`src/rtl/core/rotated_box_circle_collision_core_defines.svh`:
```
// assertion macros shared by the collision core
`ifndef ROTATED_BOX_CIRCLE_COLLISION_CORE_DEFINES_SVH
`define ROTATED_BOX_CIRCLE_COLLISION_CORE_DEFINES_SVH

`ifndef SYNTHESIS
// same-cycle implication
`define RBCC_ASSERT_IMPL(name, pre, post) \
  name: assert property (@(posedge clk) disable iff (rst) (pre) |-> (post)) \
    else $error("rbcc assertion failed");
// next-cycle implication
`define RBCC_ASSERT_NEXT(name, pre, post) \
  name: assert property (@(posedge clk) disable iff (rst) (pre) |=> (post)) \
    else $error("rbcc assertion failed");
`else
`define RBCC_ASSERT_IMPL(name, pre, post)
`define RBCC_ASSERT_NEXT(name, pre, post)
`endif

`endif

```
`src/rtl/core/rbcc_pkg.sv`:
```
`default_nettype none
package rbcc_pkg;

  // field widths
  localparam int COORD_W = 24;
  localparam int ANGLE_W = 16;
  localparam int RAD_W   = COORD_W - 1;
  localparam int PUSH_W  = 16;

  // cordic datapath
  localparam int CORDIC_W     = 32;
  localparam int CORDIC_STEPS = 20;
  localparam logic signed [CORDIC_W-1:0] CORDIC_GAIN = 32'sd652032874;

  // internal widths
  localparam int DX_W    = COORD_W + 1;
  localparam int TRIG_W  = 26;
  localparam int NORM_W  = 30;
  localparam int SQ_W    = 2 * NORM_W + 1;
  localparam int ROOT_W  = 31;
  localparam int DEN_W   = ROOT_W + 1;
  localparam int QUO_W   = 15;
  localparam int DREM_W  = NORM_W + QUO_W + 1;

  localparam int UNIT_Q14 = 16384;

  typedef struct packed {
    logic signed [COORD_W-1:0] box_center_x;
    logic signed [COORD_W-1:0] box_center_y;
    logic        [ANGLE_W-1:0] box_angle;
    logic signed [COORD_W-1:0] disc_center_x;
    logic signed [COORD_W-1:0] disc_center_y;
    logic        [RAD_W-1:0]   disc_radius;
  } query_t;

  typedef struct packed {
    logic                     hit;
    logic signed [PUSH_W-1:0] push_x;
    logic signed [PUSH_W-1:0] push_y;
  } result_t;

  // item data riding along the cordic row
  typedef struct packed {
    logic signed [DX_W-1:0] dx;
    logic signed [DX_W-1:0] dy;
    logic [1:0]             quad;
    logic [RAD_W-1:0]       rad;
  } cside_t;

  // item data riding along the square root row
  typedef struct packed {
    logic [NORM_W-1:0]        nax;
    logic [NORM_W-1:0]        nay;
    logic                     hit;
    logic                     pv;
    logic                     sgx;
    logic                     sgy;
    logic signed [TRIG_W-1:0] c;
    logic signed [TRIG_W-1:0] s;
  } qside_t;

  // item data riding along the divider row
  typedef struct packed {
    logic                     hit;
    logic                     pv;
    logic                     sgx;
    logic                     sgy;
    logic signed [TRIG_W-1:0] c;
    logic signed [TRIG_W-1:0] s;
  } dside_t;

  // arctangent of 2^-step as a 32-bit binary angle
  function automatic logic [CORDIC_W-1:0] arc_angle(input int step);
    unique case (step)
      0:       return 32'h20000000;
      1:       return 32'h12E4051E;
      2:       return 32'h09FB385B;
      3:       return 32'h051111D4;
      4:       return 32'h028B0D43;
      5:       return 32'h0145D7E1;
      6:       return 32'h00A2F61E;
      7:       return 32'h00517C55;
      8:       return 32'h0028BE53;
      9:       return 32'h00145F2F;
      10:      return 32'h000A2F98;
      11:      return 32'h000517CC;
      12:      return 32'h00028BE6;
      13:      return 32'h000145F3;
      14:      return 32'h0000A2FA;
      15:      return 32'h0000517D;
      16:      return 32'h000028BE;
      17:      return 32'h0000145F;
      18:      return 32'h00000A30;
      19:      return 32'h00000518;
      default: return '0;
    endcase
  endfunction

endpackage
`default_nettype wire

```
`src/rtl/core/rbcc_div_cell.sv`:
```
`default_nettype none
module rbcc_div_cell #(
  parameter int BIT    = 0,
  parameter int SIDE_W = 1
) (
  input  logic                          clk,
  input  logic                          rst,
  input  logic                          in_valid,
  input  logic [rbcc_pkg::DREM_W-1:0]   in_rem_x,
  input  logic [rbcc_pkg::DREM_W-1:0]   in_rem_y,
  input  logic [rbcc_pkg::DEN_W-1:0]    in_den,
  input  logic [rbcc_pkg::QUO_W-1:0]    in_qx,
  input  logic [rbcc_pkg::QUO_W-1:0]    in_qy,
  input  logic [SIDE_W-1:0]             in_side,
  output logic                          out_valid,
  output logic [rbcc_pkg::DREM_W-1:0]   out_rem_x,
  output logic [rbcc_pkg::DREM_W-1:0]   out_rem_y,
  output logic [rbcc_pkg::DEN_W-1:0]    out_den,
  output logic [rbcc_pkg::QUO_W-1:0]    out_qx,
  output logic [rbcc_pkg::QUO_W-1:0]    out_qy,
  output logic [SIDE_W-1:0]             out_side
);

  localparam int RW = rbcc_pkg::DREM_W;
  localparam int DW = rbcc_pkg::DEN_W;
  localparam int QW = rbcc_pkg::QUO_W;

  logic [RW:0] trial;
  logic        fx;
  logic        fy;

  // shifted divisor for this quotient bit
  assign trial = {{(RW+1-DW){1'b0}}, in_den} << BIT;
  assign fx    = {1'b0, in_rem_x} >= trial;
  assign fy    = {1'b0, in_rem_y} >= trial;

  // valid bit
  always_ff @(posedge clk) begin
    if (rst) begin
      out_valid <= 1'b0;
    end else begin
      out_valid <= in_valid;
    end
  end

  // restoring step on both axes
  always_ff @(posedge clk) begin
    out_rem_x <= fx ? in_rem_x - trial[RW-1:0] : in_rem_x;
    out_rem_y <= fy ? in_rem_y - trial[RW-1:0] : in_rem_y;
    out_qx    <= fx ? (in_qx | (QW'(1) << BIT)) : in_qx;
    out_qy    <= fy ? (in_qy | (QW'(1) << BIT)) : in_qy;
    out_den   <= in_den;
    out_side  <= in_side;
  end

endmodule
`default_nettype wire

```
`config.mk`:
```
export PLATFORM = sky130hd
export DESIGN_NAME = rbcc_div_cell
export DESIGN_NICKNAME = d
export VERILOG_FILES = /design/src/rtl/core/rotated_box_circle_collision_core_defines.svh /design/src/rtl/core/rbcc_pkg.sv /design/src/rtl/core/rbcc_div_cell.sv
export SDC_FILE = /design/constraint.sdc
export NUM_CORES = 1
export LEC_CHECK = 0
export ABC_AREA = 0
export BUFFER_PORTS_ARGS = -buffer_cell sky130_fd_sc_hd__buf_2
export CORE_MARGIN = 3
export CORE_UTILIZATION = 50
export DETAILED_ROUTE_END_ITERATION = 6
export PLACE_DENSITY = 0.82
export SLEW_MARGIN = 20
export SYNTH_ARGS = -nofsm -noshare
export SYNTH_HDL_FRONTEND = slang
export SYNTH_SLANG_ARGS = --single-unit
```
`constraint.sdc`:
```
create_clock -name clk -period 5.1 [get_ports clk]
set_clock_uncertainty 0.05 [all_clocks]
set_input_delay 0.51 -clock clk [delete_from_list [all_inputs] [get_ports clk]]
set_output_delay 0.51 -clock clk [all_outputs]
set_load 0.005 [all_outputs]
```
==> summary.md <==
| Metric | Value |
|---|---|
| DRT Wirelength | `24.0 mm` |
| Synth Area per Inst | `a little under 9 um^2` |
| EDFF count, synth | `0` |
| Gate Count Post-Synth | `893` |
| Clock Sinks | `roughly 160` |
| Worst EP arrival | `around 3.9 ns` |
| Vias/cell | `approximately 5.4` |
| DIE HEIGHT | `132 um` |
| Post-route minimum period | `3.62 ns` |
| Die X | `132 um` |
| Async set or reset register ratio after synthesis | `0%` |
| # DRC | `3` |
| Peak VDD IR | `roughly 0.23 mV` |
| Layout area overhead | `30.4%` |
| Final HPWL DP | `19.4 mm` |
| Hold/Removal Path Class | `in2reg` |
| CTS H-Tree Depth | `4` |
| YS warnings | `0` |
| Flops & latches, synth | `between 150 and 200` |
| Gr usage total | `between 20% and 30%` |
| Ports | `314` |
| Worst-Margin Slew | `between 0.7 and 0.8 ns` |
| Top-count cell post-synth | `dfxtp_1` |
| Number of DRC markers in iteration 0 | `approximately 560` |
| PortBufs | `between 300 and 400` |
| Fin crit share | `a little over 70%` |
| Post-route cell area | `10300 um^2` |
| Initial antenna violation count | `3` |
| Cts hold-fix bufs | `0` |
| Synth top area cells | `dfxtp_1 (40%), ha_1 (10%), o21ai_0 (5.3%)` |
| Die area | `between 15000 and 20000 um^2` |
| Clk slew on worst S/H paths | `0.07 ns` |
| Final Setup Violations | `0` |
| Starting density of the core | `approximately half` |
| Nets | `approximately 1400` |
| Max Slew Vio Count | `0` |
| Core box area | `approximately 15000 um^2` |
| Worst Hold Depth | `1` |
| # rows | `45` |
| Pre-antenna DRT Iters | `7` |
| Setup TNS | `0 ns` |
| Total CTS buffers | `17` |
| Post-synthesis sequential area ratio | `between 30 and 40%` |
| RSZ-0062 raised after global routing | `false` |
| Most instantiated cells after synthesis | `dfxtp_1 (156), nand2_1 (107), o21ai_0 (84), ha_1 (64), a21oi_1 (58)` |
| Largest net degree at the start of global routing | `52` |
| Bufs on Longest Clock Path | `2` |
| GR Overflow Total | `0` |
| Setup crit start kind | `primary input` |
| Failing checks | `design-rule violations` |
| Via count | `7726` |
| CTS tree | `done` |
| Drt wl/cell | `16.8 um` |
| Synthesized area | `about 7900 um^2` |
| Fin. Hold Viols | `0` |
| Cell taking the most area after synthesis | `dfxtp_1` |
| Slew headroom | `about half` |
| Status | `complete, but fails checks` |
| Fillers | `around 1300` |
| Clk root buf | `clkbuf_16` |
| Max cap viols | `0` |
| Fmax | `276 MHz` |
| Yosys cell types | `65` |
| Power per cell area | `344 nW/um^2` |
| Post-CTS Setup Inserts | `0` |
| Worst setup EP type | `register` |
| Util after Layout | `about two thirds` |
| Vias in the first global route | `7340` |
| Top_reg_cell synth | `dfxtp_1` |
| Synthesized Nets | `roughly 1100` |
| Layout cells sized above 1 | `between 20% and 30%` |
| Placed Area | `9670 um^2` |
| First-pass GRT wire length | `~37 mm` |
| Top cell type's share of synthesized area | `between 30% and 40%` |
| Largest fanout on the critical path | `51` |
| Worst EP required | `between 5 and 6 ns` |
| Leak Pwr | `4.92 nW` |
| Post-cts sizing count | `0` |
| Antenna-violating nets left | `0` |
| Routability Congestion | `approximately 0.9` |
| CP Class | `in2reg` |
==> final timing paths <==
check | to | slack (ns) | from
setup / recovery | out_rem_x[1]$_DFF_P_ | 1.48 | in_rem_x[0]
hold / removal | out_qx[7]$_DFF_P_ | 0.13 | in_qx[7]
==> critical path: stages <==
cell and delay (ns):
buf_2 0.10, inv_1 0.06, ha_1 0.16, inv_1 0.06, fa_1 0.43, a211oi_1 0.29, o21ai_0 0.19, a221oi_2 0.43
nand2b_1 0.20, a31oi_2 0.16, o31ai_4 0.61, buf_12 0.29, mux2_2 0.36
==> logic make-up after synthesis <==
family | count (synthesis) | synth area share (%)
compound gates | 249 | 20.1
xor+xnor | 81 | 9.00
fa+ha+maj | 66 | 10.7
buf+inv | 69 | 3.52
flops | 156 | 39.6
mux | 6 | 0.825
simple gates | 266 | 16.2
==> layer usage <==
metal  vias to the layer above  global-route usage, %  wire length [um]
met3                        45                   6.28              1590
met1                      3581                   31.9              9820
met4                         0                   9.63               568
met5                         -                      0                 0
li1                       3814                      -                 -
met2                       286                   46.5             12000
==> state kept, by name (all words and copies together), names as in the netlist <==
register	count
out_rem_y	46
out_valid	1
out_qx	15
out_rem_x	46
out_den	32
out_qy	15
out_side	1
==> power by group <==
part,switching [mW],internal (mW)
registers,0.0397,1.38
logic,0.456,0.374
clock network,0.554,0.744
total,1.05,2.49
==> stage by stage <==
stage / instances / setup WS [ns] / power [mW] / hold WS (ns)
6_report: 1433 / 1.48 / 3.54 / 0.125
5_1_grt: 1433 / 1.27 / 3.71 / 0.113
4_1_cts: 1430 / 1.50 / 3.55 / 0.115
3_5_place_dp: 1398 / 1.06 / 2.26 / 0.564
3_3_place_gp: 1398 / 1.16 / 2.24 / 0.562
2_1_floorplan: 893 / 1.81 / 1.90 / 0.488
==> cell type report <==
class | count | area [um^2] | area share (%)
multi-input cells | 668 | 4500 | 43.7
flip-flops and latches | 156 | 3120 | 30.4
repair buffers | 317 | 1610 | 15.6
clock buffers | 18 | 429 | 4.17
well taps | 211 | 264 | 2.57
clock inverters | 14 | 181 | 1.76
inverters | 46 | 173 | 1.68
diodes | 3 | 7.51 | 0.0730
==> cell usage in the layout (no fill, tap or decap), types with 17 or more instances in the layout <==
cell type  netlist  routed
nand2_1        107     107
buf_2           11     313
a21o_1          33      33
clkbuf_16        0      17
dfxtp_1        156     156
inv_1           46      46
nand3_1         22      22
nor3_1          18      18
xor2_1          37      37
o21ai_0         84      84
nor2_1          40      40
xnor2_1         44      44
ha_1            64      64
a21oi_1         58      58
Note: power is estimated with default switching activity, not from simulation.
