[src/rtl/core/rotated_box_circle_collision_core_defines.svh]
// assertion macros shared by the collision core
`ifndef ROTATED_BOX_CIRCLE_COLLISION_CORE_DEFINES_SVH
`define ROTATED_BOX_CIRCLE_COLLISION_CORE_DEFINES_SVH

`ifndef SYNTHESIS
// same-cycle implication
`define RBCC_ASSERT_IMPL(name, pre, post) \
  name: assert property (@(posedge clk) disable iff (rst) (pre) |-> (post)) \
    else $error("rbcc assertion failed");
// next-cycle implication
`define RBCC_ASSERT_NEXT(name, pre, post) \
  name: assert property (@(posedge clk) disable iff (rst) (pre) |=> (post)) \
    else $error("rbcc assertion failed");
`else
`define RBCC_ASSERT_IMPL(name, pre, post)
`define RBCC_ASSERT_NEXT(name, pre, post)
`endif

`endif

[src/rtl/core/rbcc_pkg.sv]
`default_nettype none
package rbcc_pkg;

  // field widths
  localparam int COORD_W = 24;
  localparam int ANGLE_W = 16;
  localparam int RAD_W   = COORD_W - 1;
  localparam int PUSH_W  = 16;

  // cordic datapath
  localparam int CORDIC_W     = 32;
  localparam int CORDIC_STEPS = 20;
  localparam logic signed [CORDIC_W-1:0] CORDIC_GAIN = 32'sd652032874;

  // internal widths
  localparam int DX_W    = COORD_W + 1;
  localparam int TRIG_W  = 26;
  localparam int NORM_W  = 30;
  localparam int SQ_W    = 2 * NORM_W + 1;
  localparam int ROOT_W  = 31;
  localparam int DEN_W   = ROOT_W + 1;
  localparam int QUO_W   = 15;
  localparam int DREM_W  = NORM_W + QUO_W + 1;

  localparam int UNIT_Q14 = 16384;

  typedef struct packed {
    logic signed [COORD_W-1:0] box_center_x;
    logic signed [COORD_W-1:0] box_center_y;
    logic        [ANGLE_W-1:0] box_angle;
    logic signed [COORD_W-1:0] disc_center_x;
    logic signed [COORD_W-1:0] disc_center_y;
    logic        [RAD_W-1:0]   disc_radius;
  } query_t;

  typedef struct packed {
    logic                     hit;
    logic signed [PUSH_W-1:0] push_x;
    logic signed [PUSH_W-1:0] push_y;
  } result_t;

  // item data riding along the cordic row
  typedef struct packed {
    logic signed [DX_W-1:0] dx;
    logic signed [DX_W-1:0] dy;
    logic [1:0]             quad;
    logic [RAD_W-1:0]       rad;
  } cside_t;

  // item data riding along the square root row
  typedef struct packed {
    logic [NORM_W-1:0]        nax;
    logic [NORM_W-1:0]        nay;
    logic                     hit;
    logic                     pv;
    logic                     sgx;
    logic                     sgy;
    logic signed [TRIG_W-1:0] c;
    logic signed [TRIG_W-1:0] s;
  } qside_t;

  // item data riding along the divider row
  typedef struct packed {
    logic                     hit;
    logic                     pv;
    logic                     sgx;
    logic                     sgy;
    logic signed [TRIG_W-1:0] c;
    logic signed [TRIG_W-1:0] s;
  } dside_t;

  // arctangent of 2^-step as a 32-bit binary angle
  function automatic logic [CORDIC_W-1:0] arc_angle(input int step);
    unique case (step)
      0:       return 32'h20000000;
      1:       return 32'h12E4051E;
      2:       return 32'h09FB385B;
      3:       return 32'h051111D4;
      4:       return 32'h028B0D43;
      5:       return 32'h0145D7E1;
      6:       return 32'h00A2F61E;
      7:       return 32'h00517C55;
      8:       return 32'h0028BE53;
      9:       return 32'h00145F2F;
      10:      return 32'h000A2F98;
      11:      return 32'h000517CC;
      12:      return 32'h00028BE6;
      13:      return 32'h000145F3;
      14:      return 32'h0000A2FA;
      15:      return 32'h0000517D;
      16:      return 32'h000028BE;
      17:      return 32'h0000145F;
      18:      return 32'h00000A30;
      19:      return 32'h00000518;
      default: return '0;
    endcase
  endfunction

endpackage
`default_nettype wire

[src/rtl/core/rbcc_sqrt_cell.sv]
`default_nettype none
module rbcc_sqrt_cell #(
  parameter int BIT    = 0,
  parameter int SIDE_W = 1
) (
  input  logic                            clk,
  input  logic                            rst,
  input  logic                            in_valid,
  input  logic [rbcc_pkg::SQ_W-1:0]       in_rem,
  input  logic [rbcc_pkg::ROOT_W-1:0]     in_root,
  input  logic [SIDE_W-1:0]               in_side,
  output logic                            out_valid,
  output logic [rbcc_pkg::SQ_W-1:0]       out_rem,
  output logic [rbcc_pkg::ROOT_W-1:0]     out_root,
  output logic [SIDE_W-1:0]               out_side
);

  localparam int RW = rbcc_pkg::SQ_W;
  localparam int QW = rbcc_pkg::ROOT_W;

  logic [RW+1:0] test;
  logic          fit;

  // (root + 2^bit)^2 - root^2
  assign test = ({{(RW+2-QW){1'b0}}, in_root} << (BIT + 1)) + ((RW+2)'(1) << (2 * BIT));
  assign fit  = {2'b00, in_rem} >= test;

  // valid bit
  always_ff @(posedge clk) begin
    if (rst) begin
      out_valid <= 1'b0;
    end else begin
      out_valid <= in_valid;
    end
  end

  // decide one root bit
  always_ff @(posedge clk) begin
    if (fit) begin
      out_rem  <= in_rem - test[RW-1:0];
      out_root <= in_root | (QW'(1) << BIT);
    end else begin
      out_rem  <= in_rem;
      out_root <= in_root;
    end
    out_side <= in_side;
  end

endmodule
`default_nettype wire

[config.mk]
export PLATFORM = sky130hd
export DESIGN_NAME = rbcc_sqrt_cell
export DESIGN_NICKNAME = d
export VERILOG_FILES = /design/src/rtl/core/rotated_box_circle_collision_core_defines.svh /design/src/rtl/core/rbcc_pkg.sv /design/src/rtl/core/rbcc_sqrt_cell.sv
export SDC_FILE = /design/constraint.sdc
export NUM_CORES = 1
export LEC_CHECK = 0
export ABC_CLOCK_PERIOD_IN_PS = 6900
export BUFFER_PORTS_ARGS = -buffer_cell sky130_fd_sc_hd__buf_2
export CAP_MARGIN = 20
export CORE_MARGIN = 1
export CORE_UTILIZATION = 54
export CTS_CLUSTER_SIZE = 25
export DETAILED_ROUTE_END_ITERATION = 8
export HOLD_SLACK_MARGIN = 0.1
export PLACE_DENSITY = 0.95
export SLEW_MARGIN = 30
export SYNTH_ARGS = -nofsm -noshare
export SYNTH_HDL_FRONTEND = slang
export SYNTH_SLANG_ARGS = --single-unit
[constraint.sdc]
create_clock -name clk -period 6.9 [get_ports clk]
set_input_delay 1.38 -clock clk [delete_from_list [all_inputs] [get_ports clk]]
set_output_delay 1.38 -clock clk [all_outputs]
set_load 0.03 [all_outputs]
==> results of run 1 <==
-- synth_stat cells, drive strengths merged (15+ instances only) --
master and number:
dfxtp 94, nand2 70, o21ai 54, a21oi 45
inv 43, nor2 37, xor2 33, ha 32
xnor2 25, nand4 17, nor4 17, nor3 15
-- layer usage --
| metal | vias to the layer above | routed length [microns] | track usage, % |
|---|---|---|---|
| met5 | - | 0 | 0 |
| li1 | 2485 | - | - |
| met4 | 0 | 331 | 11.8 |
| met3 | 37 | 1010 | 6.88 |
| met1 | 2276 | 5150 | 30.3 |
| met2 | 238 | 6930 | 50.7 |
-- per-stage QoR --
| step | hold slack (ps) | area (sq um) | power, W | worst slack, ps |
|---|---|---|---|---|
| after floorplan | 1410 | 5080 | 0.000945 | 3250 |
| after global placement | 1490 | 6080 | 0.00108 | 2760 |
| after detailed placement | 1490 | 6080 | 0.00109 | 2640 |
| after CTS | 1100 | 6270 | 0.00146 | 3020 |
| after global routing | 1090 | 6270 | 0.00152 | 2740 |
| final | 1120 | 6270 | 0.00145 | 2990 |
-- state kept, by name, indices dropped and copies added, names as in the netlist --
| name | cells |
|---|---|
| out_rem | 61 |
| out_valid | 1 |
| out_side | 1 |
| out_root | 31 |
-- cells by family after synthesis --
kind of cell | share of synthesized area, %
AO/OA/AOI/OAI | 17.0
XOR/XNOR | 10.0
adder cells (fa/ha/maj) | 8.28
buffers and inverters | 4.90
flip-flops | 37.1
AND/OR/NAND/NOR | 22.8
-- worst max path at each step --
stage,end,depth (start not counted)
final,out_rem[54]$_DFF_P_,11
after detailed placement,out_rem[41]$_DFF_P_,10
after floorplan,out_rem[42]$_DFF_P_,10
after global routing,out_rem[41]$_DFF_P_,10
after CTS,out_rem[41]$_DFF_P_,10
after global placement,out_rem[46]$_DFF_P_,11
-- cells in the final DEF, fill, tap and decap left out, types with 9 or more instances in the layout --
master / count
a21oi_1: 45
buf_2: 189
clkbuf_8: 9
dfxtp_1: 94
ha_1: 32
inv_1: 43
nand2_1: 70
nand3_1: 11
nand4_1: 17
nor2_1: 37
nor3_1: 14
nor4_1: 9
o21ai_0: 46
xnor2_1: 25
xor2_1: 33
-- layout make-up --
cell class	count	area, sq um	share of cell area [%]
multi-input combinational	449	2950	47.0
tap	111	139	2.21
clock buffer	10	128	2.03
sequential	94	1880	30.0
inverter	43	161	2.57
timing repair buffer	189	946	15.1
clock inverter	6	68.8	1.10
-- worst max-delay path: stages --
cell and delay [ps]:
buf_2 100, inv_1 60, fa_1 450, nand2b_1 210, a21o_1 210, a2111o_1 390, a31oi_1 460, a21oi_1 220
o21ai_1 400, nor3_1 120, xor2_1 160
-- power by group through the flow --
stage	Combinational [W]	Sequential, W	Clock [W]
after floorplan	0.000181	0.000764	0
after global placement	0.000453	0.000630	0
after detailed placement	0.000460	0.000632	0
after CTS	0.000463	0.000620	0.000376
after global routing	0.000502	0.000625	0.000398
final	0.000465	0.000619	0.000367
==> metrics.csv, run 1 <==
metric,value,unit
root buf cell,clkbuf_8,
buffer depth of the longest clock path,2,
Seq pwr share,42.7,%
worst hold path stage count,1,
TritonCTS clock tree,built,
final hold vios,0,
GPL Wtd Cong,0.970,
hold endpoint,out_root[5]$_DFF_P_,
grt total ovfl,0,
largest net degree at the start of global routing,77,
setup bufs post-CTS,0,
DRC Markers,0,
Final #Nets,915,
Final setup viols,0,
synth warn,0,
"Req. time, crit path",7150,ps
synthesized net count,732,
Slew HR,50.0,%
chip width,99.0,microns
Mapped Area,5080,sq um
Max Cap Viol,0,
Placed Cells,886,
"EDFF count, synth",0,
Hold Buf Count CTS,0,
"top cells by area, synth","dfxtp_1 (37%), ha_1 (7.9%), xor2_1 (5.7%)",
Worst setup SP type,input port,
cell row count,35,
Post-CTS Resized,0,
RSZ-0062 raised after global routing,no,
core area,9200,sq um
asr flop ratio synth,0,%
global-route usage over all layers,27.7,%
Yosys top cell by area,dfxtp_1,
"Avg Cell Area, Syn",8.42,sq um
Int Power,0.000928,W
Detailed Routing Iterations Pass 1,8,
Starting Density,55.2,%
clock share of power,25.3,%
ratio of final minimum period to clock period,56.6,%
Post-synth top flop,dfxtp_1,
clock buffer count from CTS,9,
combinational power share,32.0,%
port buffer count,189,
worst slew pin tran,746,ps
first-pass GRT wire length,21800,microns
clock-pin slew on the worst setup and hold paths,100,ps
Setup crit start,in_rem[1],
setup TNS,0,ps
die area,9800,sq um
worst setup path category,input port to flip-flop,
status,"complete, no violations",
post-route insts no fill,902,
worst path arrival time,4160,ps
DR iter-0 viols,163,
# IOs,190,
CTS H-Tree Depth,3,
post-synthesis sequential area ratio,37.1,%
Routed WL,13400,microns
Synth Instances,603,
distinct cell type count after synthesis,60,
layout cells sized above 1,28.2,%
post-synth top area share,37.1,%
Inserted Diodes,0,
"Max FO, Critical Path",4,
Leak,2.87,nW
post-route ant nets,0,
Hold Crit Start,in_root[5],
Tmin final,3910,ps
vias in the first global route,4819,
power per cell area,231,nW/um^2
WL/cell,14.9,microns
f_max,256,MHz
Final Max Tran Viols,0,
fill count,793,
Setup crit end kind,flip-flop,
final core utilization,68.2,%
initial antenna violation count,0,
via count,5036,
CTS sink cnt,94,
Worst Hold Class,input port to flip-flop,
VDD IR max,0.000144,V
Synth-to-Final Area Change,23.5,%
switching pwr,0.000522,W
dpl hpwl,10600,microns
die height,99.0,microns
Yosys reg bits,94,
sw frac,36.0,%
DR vias/cell,5.58,
(Power assumes the default switching activity.)
==> inputs of run 2 (changes only) <==
--- a/config.mk
+++ b/config.mk
@@ -5,15 +5,15 @@
 export SDC_FILE = /design/constraint.sdc
 export NUM_CORES = 1
 export LEC_CHECK = 0
-export ABC_CLOCK_PERIOD_IN_PS = 6900
+export ABC_CLOCK_PERIOD_IN_PS = 3300
 export BUFFER_PORTS_ARGS = -buffer_cell sky130_fd_sc_hd__buf_2
 export CAP_MARGIN = 20
 export CORE_MARGIN = 1
-export CORE_UTILIZATION = 54
+export CORE_UTILIZATION = 45
 export CTS_CLUSTER_SIZE = 25
 export DETAILED_ROUTE_END_ITERATION = 8
 export HOLD_SLACK_MARGIN = 0.1
-export PLACE_DENSITY = 0.95
+export PLACE_DENSITY = 0.85
 export SLEW_MARGIN = 30
 export SYNTH_ARGS = -nofsm -noshare
 export SYNTH_HDL_FRONTEND = slang
==> constraint.sdc (replaced) <==
create_clock -name clk -period 3.3 [get_ports clk]
set_input_delay 0.66 -clock clk [delete_from_list [all_inputs] [get_ports clk]]
set_output_delay 0.66 -clock clk [all_outputs]
set_load 0.03 [all_outputs]
==> metrics.csv, run 2 (synthesis gave the netlist of run 1 again) <==
metric,value,unit,change
cell row count,38,,was 35
Max Cap Viol,0,,unchanged
setup bufs post-CTS,0,,unchanged
setup TNS,0,ps,unchanged
Hold Buf Count CTS,0,,unchanged
Leak,3.03,nW,was 2.87 nW
Setup crit end kind,flip-flop,,unchanged
core area,10900,sq um,was 9200 sq um
Final Max Tran Viols,0,,unchanged
largest net degree at the start of global routing,31,,was 77
Finished Cell Area,6590,sq um,was 6270 sq um
"Max FO, Critical Path",18,,was 4
vias in the first global route,4827,,was 4819
DRC Markers,0,,unchanged
chip width,108,microns,was 99.0 microns
via count,5134,,was 5036
"most common cell after layout, fill and taps aside",buf_2,,unchanged
Inserted Diodes,0,,unchanged
root buf cell,clkbuf_16,,was clkbuf_8
die height,108,microns,was 99.0 microns
final hold vios,0,,unchanged
CTS H-Tree Depth,3,,unchanged
power per cell area,493,nW/um^2,was 231 nW/um^2
Tmin final,2930,ps,
port buffer count,189,,unchanged
Final #Nets,939,,was 915
Biggest register,out_rem,,unchanged
die area,11700,sq um,was 9800 sq um
most frequent cells in the layout,"buf_2 (189), dfxtp_1 (94), nand2_1 (70), o21ai_0 (46), a21oi_1 (45)",,unchanged
global-route usage over all layers,24.7,%,was 27.7%
RSZ-0062 raised after global routing,no,,unchanged
Synth-to-Final Area Change,29.7,%,was 23.5%
DR vias/cell,5.38,,was 5.58
area post-placement,6320,sq um,was 6080 sq um
# IOs,190,,unchanged
VDD IR max,0.000442,V,was 0.000144 V
buffer depth of the longest clock path,2,,unchanged
TritonCTS clock tree,built,,unchanged
Slew HR,54.2,%,was 50.0%
Detailed Routing Iterations Pass 1,5,,was 8
initial antenna violation count,0,,unchanged
dpl hpwl,11500,microns,was 10600 microns
first-pass GRT wire length,22500,microns,was 21800 microns
grt total ovfl,0,,unchanged
clock-pin slew on the worst setup and hold paths,60,ps,was 100 ps
Worst setup SP type,input port,,unchanged
worst path arrival time,3200,ps,was 4160 ps
DR iter-0 viols,252,,was 163
worst slew pin tran,682,ps,was 746 ps
f_max,341,MHz,
Final setup viols,0,,unchanged
GPL Wtd Cong,0.964,,was 0.970
Regs by FF count,"out_rem x61, out_root x31",,unchanged
status,"complete, no violations",,unchanged
clock buffer count from CTS,9,,unchanged
Hold Slack,414,ps,was 1120 ps
CTS sink cnt,94,,unchanged
Routed WL,14200,microns,was 13400 microns
hold endpoint,out_side$_DFF_P_,,was out_root[5]$_DFF_P_
"Req. time, crit path",3570,ps,was 7150 ps
ratio of final minimum period to clock period,88.8,%,
layout cells sized above 1,30.3,%,was 28.2%
Hold Crit Start,in_side,,was in_root[5]
Post-CTS Resized,0,,unchanged
max FFs per register,61,,unchanged
WL/cell,14.9,microns,about the same
worst setup path category,input port to flip-flop,,unchanged
worst hold path stage count,1,,unchanged
Worst Hold Class,input port to flip-flop,,unchanged
post-route ant nets,0,,unchanged
Starting Density,46.4,%,was 55.2%
-- run 2: how the worst max path moves through the flow --
stage          cells past startpoint  slack (ps)                  end        start
2_1_floorplan                     10         370  out_rem[42]$_DFF_P_    in_rem[1]
3_3_place_gp                      10          90  out_rem[56]$_DFF_P_   in_rem[13]
3_5_place_dp                      11          40  out_rem[57]$_DFF_P_  in_root[13]
4_1_cts                           11         370  out_rem[45]$_DFF_P_  in_root[13]
5_1_grt                           11         180  out_rem[45]$_DFF_P_  in_root[13]
6_report                          11         370  out_rem[45]$_DFF_P_  in_root[13]
-- run 2: layout make-up --
cell class	count	area, sq um
Clock buffer	10	229
Clock inverter	6	38.8
Fill cell	994	4350
Inverter	43	161
Multi-Input combinational cell	449	2950
Sequential cell	94	1880
Tap cell	140	175
Timing Repair Buffer	213	1150
-- run 2: metal layers --
layer	share of wire [%]	up-vias	wire [microns]	GRT usage [%]
li1	-	2533	-	-
met1	41	2347	5790	28.2
met2	50	219	7140	44.2
met3	6.7	35	958	5.61
met4	2.3	0	323	10.2
met5	0	-	0	0
-- run 2: worst max-delay path, stage by stage --
cell and delay [ps]:
buf_2 90, inv_1 40, ha_1 420, a211oi_1 120
o21ai_1 240, nor2_1 90, o41ai_1 400, o211ai_2 260
and2_4 290, nor4b_2 380, xor2_1 200
-- run 2: metrics by stage --
step	total power (W)	utilization [%]	worst slack (ps)	cells
after detailed placement	0.00232	57.8	43.0	939
after global placement	0.00230	57.8	88.1	939
after floorplan	0.00198	-	372	603
after global routing	0.00340	60.2	179	955
final	0.00325	60.2	371	955
after CTS	0.00327	60.2	368	955
-- run 2: power breakdown --
group / total [W] / switching [W] / leakage, nW / internal, W
clock: 0.000947 / 0.000439 / 0.128 / 0.000508
combinational: 0.00100 / 0.000659 / 2.10 / 0.000341
sequential: 0.00130 / 0.0000331 / 0.793 / 0.00127
total: 0.00325 / 0.00113 / 3.03 / 0.00212
