File: src/rtl/core/rotated_box_circle_collision_core_defines.svh
// assertion macros shared by the collision core
`ifndef ROTATED_BOX_CIRCLE_COLLISION_CORE_DEFINES_SVH
`define ROTATED_BOX_CIRCLE_COLLISION_CORE_DEFINES_SVH

`ifndef SYNTHESIS
// same-cycle implication
`define RBCC_ASSERT_IMPL(name, pre, post) \
  name: assert property (@(posedge clk) disable iff (rst) (pre) |-> (post)) \
    else $error("rbcc assertion failed");
// next-cycle implication
`define RBCC_ASSERT_NEXT(name, pre, post) \
  name: assert property (@(posedge clk) disable iff (rst) (pre) |=> (post)) \
    else $error("rbcc assertion failed");
`else
`define RBCC_ASSERT_IMPL(name, pre, post)
`define RBCC_ASSERT_NEXT(name, pre, post)
`endif

`endif

File: src/rtl/core/rbcc_pkg.sv
`default_nettype none
package rbcc_pkg;

  // field widths
  localparam int COORD_W = 24;
  localparam int ANGLE_W = 16;
  localparam int RAD_W   = COORD_W - 1;
  localparam int PUSH_W  = 16;

  // cordic datapath
  localparam int CORDIC_W     = 32;
  localparam int CORDIC_STEPS = 20;
  localparam logic signed [CORDIC_W-1:0] CORDIC_GAIN = 32'sd652032874;

  // internal widths
  localparam int DX_W    = COORD_W + 1;
  localparam int TRIG_W  = 26;
  localparam int NORM_W  = 30;
  localparam int SQ_W    = 2 * NORM_W + 1;
  localparam int ROOT_W  = 31;
  localparam int DEN_W   = ROOT_W + 1;
  localparam int QUO_W   = 15;
  localparam int DREM_W  = NORM_W + QUO_W + 1;

  localparam int UNIT_Q14 = 16384;

  typedef struct packed {
    logic signed [COORD_W-1:0] box_center_x;
    logic signed [COORD_W-1:0] box_center_y;
    logic        [ANGLE_W-1:0] box_angle;
    logic signed [COORD_W-1:0] disc_center_x;
    logic signed [COORD_W-1:0] disc_center_y;
    logic        [RAD_W-1:0]   disc_radius;
  } query_t;

  typedef struct packed {
    logic                     hit;
    logic signed [PUSH_W-1:0] push_x;
    logic signed [PUSH_W-1:0] push_y;
  } result_t;

  // item data riding along the cordic row
  typedef struct packed {
    logic signed [DX_W-1:0] dx;
    logic signed [DX_W-1:0] dy;
    logic [1:0]             quad;
    logic [RAD_W-1:0]       rad;
  } cside_t;

  // item data riding along the square root row
  typedef struct packed {
    logic [NORM_W-1:0]        nax;
    logic [NORM_W-1:0]        nay;
    logic                     hit;
    logic                     pv;
    logic                     sgx;
    logic                     sgy;
    logic signed [TRIG_W-1:0] c;
    logic signed [TRIG_W-1:0] s;
  } qside_t;

  // item data riding along the divider row
  typedef struct packed {
    logic                     hit;
    logic                     pv;
    logic                     sgx;
    logic                     sgy;
    logic signed [TRIG_W-1:0] c;
    logic signed [TRIG_W-1:0] s;
  } dside_t;

  // arctangent of 2^-step as a 32-bit binary angle
  function automatic logic [CORDIC_W-1:0] arc_angle(input int step);
    unique case (step)
      0:       return 32'h20000000;
      1:       return 32'h12E4051E;
      2:       return 32'h09FB385B;
      3:       return 32'h051111D4;
      4:       return 32'h028B0D43;
      5:       return 32'h0145D7E1;
      6:       return 32'h00A2F61E;
      7:       return 32'h00517C55;
      8:       return 32'h0028BE53;
      9:       return 32'h00145F2F;
      10:      return 32'h000A2F98;
      11:      return 32'h000517CC;
      12:      return 32'h00028BE6;
      13:      return 32'h000145F3;
      14:      return 32'h0000A2FA;
      15:      return 32'h0000517D;
      16:      return 32'h000028BE;
      17:      return 32'h0000145F;
      18:      return 32'h00000A30;
      19:      return 32'h00000518;
      default: return '0;
    endcase
  endfunction

endpackage
`default_nettype wire

File: src/rtl/core/rbcc_cordic_cell.sv
`default_nettype none
module rbcc_cordic_cell #(
  parameter int STEP   = 0,
  parameter int SIDE_W = 1
) (
  input  logic                                  clk,
  input  logic                                  rst,
  input  logic                                  in_valid,
  input  logic signed [rbcc_pkg::CORDIC_W-1:0]  in_x,
  input  logic signed [rbcc_pkg::CORDIC_W-1:0]  in_y,
  input  logic signed [rbcc_pkg::CORDIC_W-1:0]  in_z,
  input  logic        [SIDE_W-1:0]              in_side,
  output logic                                  out_valid,
  output logic signed [rbcc_pkg::CORDIC_W-1:0]  out_x,
  output logic signed [rbcc_pkg::CORDIC_W-1:0]  out_y,
  output logic signed [rbcc_pkg::CORDIC_W-1:0]  out_z,
  output logic        [SIDE_W-1:0]              out_side
);

  localparam logic signed [rbcc_pkg::CORDIC_W-1:0] ARC = rbcc_pkg::arc_angle(STEP);

  logic signed [rbcc_pkg::CORDIC_W-1:0] xs;
  logic signed [rbcc_pkg::CORDIC_W-1:0] ys;

  // floor shifts of this step
  assign xs = in_x >>> STEP;
  assign ys = in_y >>> STEP;

  // valid bit
  always_ff @(posedge clk) begin
    if (rst) begin
      out_valid <= 1'b0;
    end else begin
      out_valid <= in_valid;
    end
  end

  // one micro-rotation toward zero residual angle
  always_ff @(posedge clk) begin
    if (!in_z[rbcc_pkg::CORDIC_W-1]) begin
      out_x <= in_x - ys;
      out_y <= in_y + xs;
      out_z <= in_z - ARC;
    end else begin
      out_x <= in_x + ys;
      out_y <= in_y - xs;
      out_z <= in_z + ARC;
    end
    out_side <= in_side;
  end

endmodule
`default_nettype wire

File: config.mk
export PLATFORM = sky130hd
export DESIGN_NAME = rbcc_cordic_cell
export DESIGN_NICKNAME = d
export VERILOG_FILES = /design/src/rtl/core/rotated_box_circle_collision_core_defines.svh /design/src/rtl/core/rbcc_pkg.sv /design/src/rtl/core/rbcc_cordic_cell.sv
export SDC_FILE = /design/constraint.sdc
export NUM_CORES = 1
export LEC_CHECK = 0
export BUFFER_PORTS_ARGS = -buffer_cell sky130_fd_sc_hd__buf_2
export CAP_MARGIN = 25
export CORE_ASPECT_RATIO = 0.75
export CORE_MARGIN = 2
export CORE_UTILIZATION = 45
export DETAILED_ROUTE_END_ITERATION = 8
export PLACE_DENSITY = 0.82
export SKIP_CTS_REPAIR_TIMING = 1
export SYNTH_ARGS = -nofsm -noshare
export SYNTH_HDL_FRONTEND = slang
export SYNTH_SLANG_ARGS = --single-unit
File: constraint.sdc
create_clock -name clk -period 5.4 [get_ports clk]
set_input_delay 0.81 -clock clk [delete_from_list [all_inputs] [get_ports clk]]
set_output_delay 0.81 -clock clk [all_outputs]
set_load 0.01 [all_outputs]
==> impl_metrics.ini, run 1 <==
[sta]
slew_margin_rel = 0.450
layout_worst_path_cycle_share = 0.707
finalHoldViolations = 0
fin_hold_ws_ps = 544
final_period_minus_worst_setup_slack_ps = 3820
tightest_slew_ps = 825
grt_setup_unrepaired = false
final_number_of_setup_violating_endpoints = 0
final-max-slew-violation-count = 0
fin_setup_tns_ps = 0
max_clock_freq_ghz = 0.262

[floorplanning]
start_util = 0.455
floorplan.die_area_sq_mm = 0.0179
ios = 198
core_area_sq_mm = 0.0167
die_width_um = 154
fp_rows = 41
die-height_um = 116

[placed_design]
gpl.final_weighted_congestion = 0.966
dp.cells = 1320
dpl-instance-area_sq_mm = 0.00865
port_buffers = 197
dp.final_hpwl_mm = 18.6

[route]
post-route-drc-count = 0
route.final.wire_length_mm = 23.7
route.vias.total = 7719
via_per_inst = 5.78
drt.antenna.violating_nets = 0
dr.pass1.iters = 5
post_dr_wirelength_cell_um = 17.7
drt_iter0_drc = 797

[clock_tree]
h-tree-depth = 3
cts_made_buffers = 9
ctsRootBufferMaster = sky130_fd_sc_hd__clkbuf_16
cts_max_path_buffers = 2
clk_pin_slew_worst_paths_ps = 70
cts_sinks = 97
clock_tree_from_tritoncts = done

[logic_synthesis]
postSynthRegisterBits = 97
proportion_of_synthesized_chip_area_in_sequential_cells = 0.256
synth-compound-area-share = 0.253
synth.top_cells.by_area = sky130_fd_sc_hd__dfxtp_1, sky130_fd_sc_hd__ha_1, sky130_fd_sc_hd__a21oi_1, sky130_fd_sc_hd__xnor2_1, sky130_fd_sc_hd__inv_1
synth_top_family_by_area = compound AO/OA/AOI/OAI gates
netlist.top_cell.by_area = sky130_fd_sc_hd__dfxtp_1
yosys-mux-area-fraction = 0.0200
synth_adder_area_share = 0.176
synth_simple_gate_area_share = 0.147
mappedNetlistNets = 1158
yosys.area.top_type_share = 0.256
netlist-cell-type-count = 68
synth-edff-count = 0
postSynthAreaPerCell_sq_um = 7.95
synthArstFlopShare = 0
ys.flop_type = sky130_fd_sc_hd__dfxtp_1
ys.warnings.count = 0
synth_xor_area_frac = 0.0705
synth_area_sq_mm = 0.00758
post_synth_inst_count = 953

[cells_and_area]
fillCellCount = 1620
antenna-diode-count = 0
layoutNonFillerInstCount = 1336
drive_above_1_share = 0.207
synth_to_final_area_change_pct = 18.3
layout.cell_area.non_filler_sq_mm = 0.00897
nNetsFinal = 1321

[flow_run]
maxcap_violations = 0

[grt]
busiest_layer_in_global_routing = met2
grt.total_usage = 0.259
grt_max_degree = 81
globalRouteMet1Util = 0.363
grt_pass1_vias = 6938
global_route.overflow_total = 0
met2_usage = 0.409
number_of_antenna_violations_at_the_first_check_in_global_routing = 0
groute.layer.met3.usage = 0.0519
grt_first_pass_wirelength_mm = 36.6

[setup_path]
worst-path-max-fanout = 18
critical_path.cell_chain = buf_2 > inv_1 > ha_1 > and4_1 > o21a_1 > o311ai_1 > a31oi_1 > o21ai_0 > nand2b_1 > a221oi_1 > mux2i_1 > xnor2_1
max_stage_delay_ps = 660
type_of_element_capturing_the_critical_path = register
timing.critical_path.from = in_x[5]
worst_ep_required_time_ps = 5640
critPathArrivalTime_ps = 4060
slowest_stage = sky130_fd_sc_hd__o311ai_1
setup.worst_path.class = in -> reg
cp-start-kind = primary input

[status]
outcome = finished clean

[power]
power.total_w = 0.00251
power_per_cell_area_mw_per_mm2 = 280
vdd_ir_drop_max_mv = 0.137
cellLeakagePower_nw = 4.33

[hold_path]
hold_path_startpoint = in_z[9]
hold_path.class = in -> reg
critical path: cells and delay by family:
family | cells | cell delay, ps
AND/OR/NAND/NOR | 2 | 440
AO/OA/AOI/OAI | 5 | 1770
multiplexers | 1 | 170
XOR/XNOR | 1 | 170
buffers and inverters | 2 | 150
adder cells (fa/ha/maj) | 1 | 540
worst paths after layout:
check / to / cells past startpoint
min: out_z[9] / 1
max: out_y[27] / 12
cell type report:
class / count / area [sq um] / share of cell area
Sequential cell: 97 / 1940 / 0.217
Multi-Input combinational cell: 706 / 5050 / 0.563
Inverter: 103 / 387 / 0.0431
Clock inverter: 6 / 82.6 / 0.00921
Timing Repair Buffer: 199 / 1000 / 0.112
Tap cell: 215 / 269 / 0.0300
Clock buffer: 10 / 239 / 0.0266
sequential cells by signal, summed over array words and instances (netlist names):
name / cells
out_y: 32
out_x: 31
out_valid: 1
out_side: 1
out_z: 32
per-stage QoR:
| stage | utilization | setup slack (ps) |
|---|---|---|
| global placement | 0.519 | 1350 |
| floorplan | - | 2250 |
| CTS | 0.538 | 1660 |
| detailed placement | 0.519 | 1280 |
| finish | 0.538 | 1580 |
| global route | 0.538 | 1320 |
cells by family after synthesis:
logic type / after synthesis
AO/OA/AOI/OAI: 300
XOR/XNOR: 61
adder cells (fa/ha/maj): 105
buffers and inverters: 150
flip-flops: 97
multiplexers: 15
AND/OR/NAND/NOR: 225
placed cells by master, fill, tap and decap left out, types with 6 or more instances in the layout:
master,synthesis,layout
sky130_fd_sc_hd__mux2i_1,14,14
sky130_fd_sc_hd__o21ai_0,59,59
sky130_fd_sc_hd__a21o_1,17,17
sky130_fd_sc_hd__nand4_1,13,13
sky130_fd_sc_hd__o211ai_1,6,6
sky130_fd_sc_hd__a21oi_1,109,109
sky130_fd_sc_hd__nor4_1,10,10
sky130_fd_sc_hd__inv_1,99,99
sky130_fd_sc_hd__nor2b_1,12,12
sky130_fd_sc_hd__ha_1,102,102
sky130_fd_sc_hd__o21a_1,9,9
sky130_fd_sc_hd__nand2_1,47,47
sky130_fd_sc_hd__and4_1,9,9
sky130_fd_sc_hd__a31oi_1,9,9
sky130_fd_sc_hd__nor3_1,16,16
sky130_fd_sc_hd__xor2_1,10,10
sky130_fd_sc_hd__buf_2,15,197
sky130_fd_sc_hd__a211oi_1,10,10
sky130_fd_sc_hd__o31ai_1,13,13
sky130_fd_sc_hd__o21bai_1,14,14
sky130_fd_sc_hd__nor2_1,69,69
sky130_fd_sc_hd__nand3_1,19,19
sky130_fd_sc_hd__clkbuf_16,0,9
sky130_fd_sc_hd__xnor2_1,51,51
sky130_fd_sc_hd__nand2b_1,8,8
sky130_fd_sc_hd__dfxtp_1,97,97
cell usage after synthesis (3+ instances only):
master	n
sky130_fd_sc_hd__a21oi_1	109
sky130_fd_sc_hd__ha_1	102
sky130_fd_sc_hd__inv_1	99
sky130_fd_sc_hd__dfxtp_1	97
sky130_fd_sc_hd__nor2_1	69
sky130_fd_sc_hd__o21ai_0	59
sky130_fd_sc_hd__xnor2_1	51
sky130_fd_sc_hd__nand2_1	47
sky130_fd_sc_hd__clkbuf_1	25
sky130_fd_sc_hd__nand3_1	19
sky130_fd_sc_hd__a21o_1	17
sky130_fd_sc_hd__nor3_1	16
sky130_fd_sc_hd__buf_2	15
sky130_fd_sc_hd__mux2i_1	14
sky130_fd_sc_hd__o21bai_1	14
sky130_fd_sc_hd__nand4_1	13
sky130_fd_sc_hd__o31ai_1	13
sky130_fd_sc_hd__nor2b_1	12
sky130_fd_sc_hd__a211oi_1	10
sky130_fd_sc_hd__nor4_1	10
sky130_fd_sc_hd__xor2_1	10
sky130_fd_sc_hd__a31oi_1	9
sky130_fd_sc_hd__and4_1	9
sky130_fd_sc_hd__o21a_1	9
sky130_fd_sc_hd__nand2b_1	8
sky130_fd_sc_hd__o211ai_1	6
sky130_fd_sc_hd__buf_1	5
sky130_fd_sc_hd__or2_2	5
sky130_fd_sc_hd__or3_1	5
sky130_fd_sc_hd__a221oi_1	4
sky130_fd_sc_hd__and2_1	4
sky130_fd_sc_hd__o221ai_1	4
sky130_fd_sc_hd__a2111oi_0	3
sky130_fd_sc_hd__a211o_1	3
sky130_fd_sc_hd__a221o_1	3
sky130_fd_sc_hd__a311oi_1	3
sky130_fd_sc_hd__a31o_2	3
sky130_fd_sc_hd__clkinv_1	3
sky130_fd_sc_hd__fa_1	3
sky130_fd_sc_hd__nor3b_1	3
sky130_fd_sc_hd__o2111ai_1	3
sky130_fd_sc_hd__o31a_1	3
sky130_fd_sc_hd__o41ai_1	3
power breakdown:
part	internal [W]	total, W	leakage [nW]	switching [W]
sequential	0.000844	0.000881	0.818	0.0000362
combinational	0.000359	0.000927	3.36	0.000569
clock	0.000383	0.000704	0.154	0.000321
per-layer routing:
metal	vias to the layer above	part of all wire
met1	3553	0.45
met4	0	0.019
met3	41	0.10
met5	-	0
met2	468	0.43
li1	3657	-
Power figures use the tool's default switching activity.
==> run 2: changes to the inputs <==
Clock period 5.4 ns to 3.9 ns, I/O delays scaled along.
==> impl_metrics.ini, run 2 (same netlist as run 1, synthesis figures left out) <==
[status]
outcome = finished clean

[floorplanning]
ios = 198
die_width_um = 154
floorplan.die_area_sq_mm = 0.0179
start_util = 0.455
die-height_um = 116
fp_rows = 41
core_area_sq_mm = 0.0167

[flow_run]
maxcap_violations = 0

[route]
route.final.wire_length_mm = 23.5
post_dr_wirelength_cell_um = 17.4
drt.antenna.violating_nets = 0
dr.pass1.iters = 5
via_per_inst = 5.70
route.vias.total = 7689
drt_iter0_drc = 800
post-route-drc-count = 0

[setup_path]
cp-start-kind = primary input
type_of_element_capturing_the_critical_path = register
timing.critical_path.from = in_x[4]
worst_ep_required_time_ps = 4130
setup.worst_path.class = in -> reg
critPathArrivalTime_ps = 3800
worst-path-max-fanout = 14
setup.worst_path.end = out_y[27]

[cells_and_area]
largest_registers = out_y x32, out_z x32, out_x x31
nNetsFinal = 1335
seq_area_sq_mm = 0.00194
finish.utilization = 0.544
fillCellCount = 1572
synth_to_final_area_change_pct = 19.7
layout_common_cells = sky130_fd_sc_hd__buf_2, sky130_fd_sc_hd__a21oi_1, sky130_fd_sc_hd__ha_1
antenna-diode-count = 0
layout.cell_area.non_filler_sq_mm = 0.00907
most_frequent_standard_cell_in_the_layout_excluding_fill_and_tap_cells = sky130_fd_sc_hd__buf_2
drive_above_1_share = 0.217
multi_input_comb_area_sq_mm = 0.00505

[grt]
global_route.overflow_total = 0
grt_max_degree = 40
number_of_antenna_violations_at_the_first_check_in_global_routing = 0
grt_pass1_vias = 7020
grt.total_usage = 0.258
grt_first_pass_wirelength_mm = 36.6

[sta]
max_clock_freq_ghz = 0.280
grt_setup_unrepaired = false
final_number_of_setup_violating_endpoints = 0
final-max-slew-violation-count = 0
fin_setup_tns_ps = 0
layout_worst_path_cycle_share = 0.916
final_period_minus_worst_setup_slack_ps = 3570
finalHoldViolations = 0
tightest_slew_ps = 656
slew_margin_rel = 0.559

[placed_design]
dp.final_hpwl_mm = 18.7
port_buffers = 197
dpl-instance-area_sq_mm = 0.00875
gpl.final_weighted_congestion = 0.979

[power]
cellLeakagePower_nw = 4.40
vdd_ir_drop_max_mv = 0.198
power_per_cell_area_mw_per_mm2 = 384

[hold_path]
hold_path.class = in -> reg

[clock_tree]
cts_max_path_buffers = 2
h-tree-depth = 3
cts_sinks = 97
ctsRootBufferMaster = sky130_fd_sc_hd__clkbuf_16
cts_made_buffers = 9
clk_pin_slew_worst_paths_ps = 80
clock_tree_from_tritoncts = done
==> run 2: changes by cell type in the layout (fill, tap and decap cells not counted) <==
| cell | delta |
|---|---|
| sky130_fd_sc_hd__clkinv_4 | +1 |
| sky130_fd_sc_hd__clkbuf_8 | -1 |
| sky130_fd_sc_hd__inv_8 | +1 |
| sky130_fd_sc_hd__inv_6 | -1 |
| sky130_fd_sc_hd__buf_4 | +14 |
==> run 2: power breakdown <==
part	internal (W)	leakage, nW	switching [W]
Combinational	0.000512	3.43	0.000785
Clock	0.000516	0.153	0.000450
Sequential	0.00117	0.818	0.0000499
==> run 2: cell type report <==
cell class              count  share of cell area
clock buffers               9              0.0248
multi-input cells         706               0.556
flip-flops and latches     97               0.214
inverters                 103              0.0426
repair buffers            213               0.122
clock inverters             7              0.0103
well taps                 215              0.0297
==> run 2: metal layers <==
metal / track usage / part of all wire
met1: 0.362 / 0.46
met2: 0.403 / 0.43
met4: 0.0611 / 0.013
met3: 0.0616 / 0.096
met5: 0 / 0
==> run 2: worst min path at each step <==
stage	from	endpoint	slack (ps)	depth (start not counted)
2_1_floorplan	in_side	out_side	610	0
3_3_place_gp	in_z[21]	out_z[21]	690	1
3_5_place_dp	in_z[21]	out_z[21]	690	1
4_1_cts	in_z[25]	out_z[25]	310	1
5_1_grt	in_z[24]	out_z[24]	310	1
6_report	in_z[23]	out_z[23]	320	1
==> run 2: through the flow <==
step	std cells	setup slack [ps]	power, W	hold WS, ps
final	1350	328	0.00348	322
after global routing	1350	15.0	0.00367	306
after CTS	1350	381	0.00348	312
after detailed placement	1334	20.6	0.00251	689
after global placement	1334	47.5	0.00250	687
after floorplan	953	977	0.00203	613
==> run 2: worst max-delay path: stages <==
cell and delay, ps:
sky130_fd_sc_hd__buf_2 100, sky130_fd_sc_hd__inv_1 40, sky130_fd_sc_hd__ha_1 470, sky130_fd_sc_hd__and4_1 290, sky130_fd_sc_hd__o21a_1 140, sky130_fd_sc_hd__o311ai_1 570
sky130_fd_sc_hd__a31oi_1 240, sky130_fd_sc_hd__o21ai_0 250, sky130_fd_sc_hd__nand2b_1 150, sky130_fd_sc_hd__a221oi_1 600, sky130_fd_sc_hd__mux2i_1 180, sky130_fd_sc_hd__xnor2_1 170
==> run 3: changes to the inputs <==
==> constraint.sdc (replaced) <==
create_clock -name clk -period 3.9 [get_ports clk]
set_input_delay 0.39 -clock clk [delete_from_list [all_inputs] [get_ports clk]]
set_output_delay 0.39 -clock clk [all_outputs]
set_load 0.01 [all_outputs]
==> impl_metrics.ini, run 3 (same netlist as run 1, synthesis figures left out) <==
[floorplanning]
die-height_um = 116
core_area_sq_mm = 0.0167
floorplan.die_area_sq_mm = 0.0179
ios = 198
start_util = 0.455
die_width_um = 154
fp_rows = 41

[sta]
max_clock_freq_ghz = 0.300
layout_worst_path_cycle_share = 0.854
final_number_of_setup_violating_endpoints = 0
slew_margin_rel = 0.460
fin_setup_tns_ps = 0
tightest_slew_ps = 809
final_period_minus_worst_setup_slack_ps = 3330
final-max-slew-violation-count = 0
finalHoldViolations = 0
grt_setup_unrepaired = false

[grt]
global_route.overflow_total = 0
grt_pass1_vias = 6906
grt_max_degree = 80
number_of_antenna_violations_at_the_first_check_in_global_routing = 0
grt.total_usage = 0.261
grt_first_pass_wirelength_mm = 36.6

[placed_design]
port_buffers = 197
gpl.final_weighted_congestion = 0.974
dp.cells = 1328
dp.final_hpwl_mm = 18.9

[clock_tree]
cts_max_path_buffers = 2
cts_made_buffers = 9
clock_tree_from_tritoncts = done
h-tree-depth = 3
cts_sinks = 97
ctsRootBufferMaster = sky130_fd_sc_hd__clkbuf_16
clk_pin_slew_worst_paths_ps = 70

[setup_path]
timing.critical_path.from = in_x[4]
slowest_stage = sky130_fd_sc_hd__a221oi_1
worst_ep_required_time_ps = 4150
critPathArrivalTime_ps = 3580
type_of_element_capturing_the_critical_path = register
setup.worst_path.class = in -> reg
critical_path.cell_chain = buf_2 > inv_1 > ha_1 > and4_1 > o21a_1 > o311ai_1 > a31oi_1 > o21ai_0 > nand2b_1 > a221oi_1 > mux2i_1 > xnor2_1
cp.buffers_inverters = 2
max_stage_delay_ps = 560
worst-path-max-fanout = 14
cp-start-kind = primary input
worst_path_dominant_cell_family = compound AO/OA/AOI/OAI gates

[route]
dr.pass1.iters = 5
drt_iter0_drc = 726
post-route-drc-count = 0
drt.antenna.violating_nets = 0
route.vias.total = 7663
route.final.wire_length_mm = 23.8
via_per_inst = 5.70
post_dr_wirelength_cell_um = 17.7

[cells_and_area]
largest_registers = out_y x32, out_z x32, out_x x31
nNetsFinal = 1329
drive_above_1_share = 0.213
multi_input_comb_area_sq_mm = 0.00505
fillCellCount = 1580
most_frequent_standard_cell_in_the_layout_excluding_fill_and_tap_cells = sky130_fd_sc_hd__buf_2
synth_to_final_area_change_pct = 18.8
seq_area_sq_mm = 0.00194
layout_common_cells = sky130_fd_sc_hd__buf_2, sky130_fd_sc_hd__a21oi_1, sky130_fd_sc_hd__ha_1
antenna-diode-count = 0
layoutNonFillerInstCount = 1344

[status]
outcome = finished clean

[power]
power.total_w = 0.00341
cellLeakagePower_nw = 4.36
power_per_cell_area_mw_per_mm2 = 379
vdd_ir_drop_max_mv = 0.178

[flow_run]
maxcap_violations = 0

[hold_path]
hold_path_startpoint = in_z[23]
hold_path.class = in -> reg
run 3: cell count changes in the layout (fill, tap and decap cells not counted):
cell                         before  now
sky130_fd_sc_hd__buf_4           16   10
sky130_fd_sc_hd__bufinv_16        1    0
sky130_fd_sc_hd__clkbuf_8         0    1
sky130_fd_sc_hd__clkinv_4         1    0
sky130_fd_sc_hd__clkinvlp_4       1    2
sky130_fd_sc_hd__inv_6            1    2
sky130_fd_sc_hd__inv_8            2    1
run 3: cell type report:
cell class / count / share of cell area
timing repair buffer: 207 / 0.118
multi-input combinational: 706 / 0.561
clock buffer: 10 / 0.0265
clock inverter: 6 / 0.00667
tap: 215 / 0.0299
sequential: 97 / 0.216
inverter: 103 / 0.0429
run 3: power breakdown:
group | total (W) | switching [W] | leakage [nW] | internal, W
logic | 0.00129 | 0.000787 | 3.40 | 0.000504
clock network | 0.000903 | 0.000439 | 0.140 | 0.000465
registers | 0.00122 | 0.0000507 | 0.818 | 0.00117
total | 0.00341 | 0.00128 | 4.36 | 0.00214
run 3: routing by layer:
layer  track usage  wire length (um)
met1         0.366             11000
met2         0.405             10300
met3        0.0557              2070
met4        0.0785               416
met5             0                 0
run 3: path summary, 6_finish.rpt:
check	end	slack, ps	cells after the start
worst max-delay path	out_y[27]	570	12
worst min-delay path	out_z[23]	120	1
run 3: stage by stage:
step           setup WS, ps  hold WS (ps)   util  instance area (sq um)
2_1_floorplan          1170           418      -                   7580
6_report                568           121  0.540                   9000
3_5_place_dp            292           494  0.522                   8710
3_3_place_gp            392           492  0.522                   8710
4_1_cts                 682           113  0.540                   9000
5_1_grt                 343           117  0.540                   9000
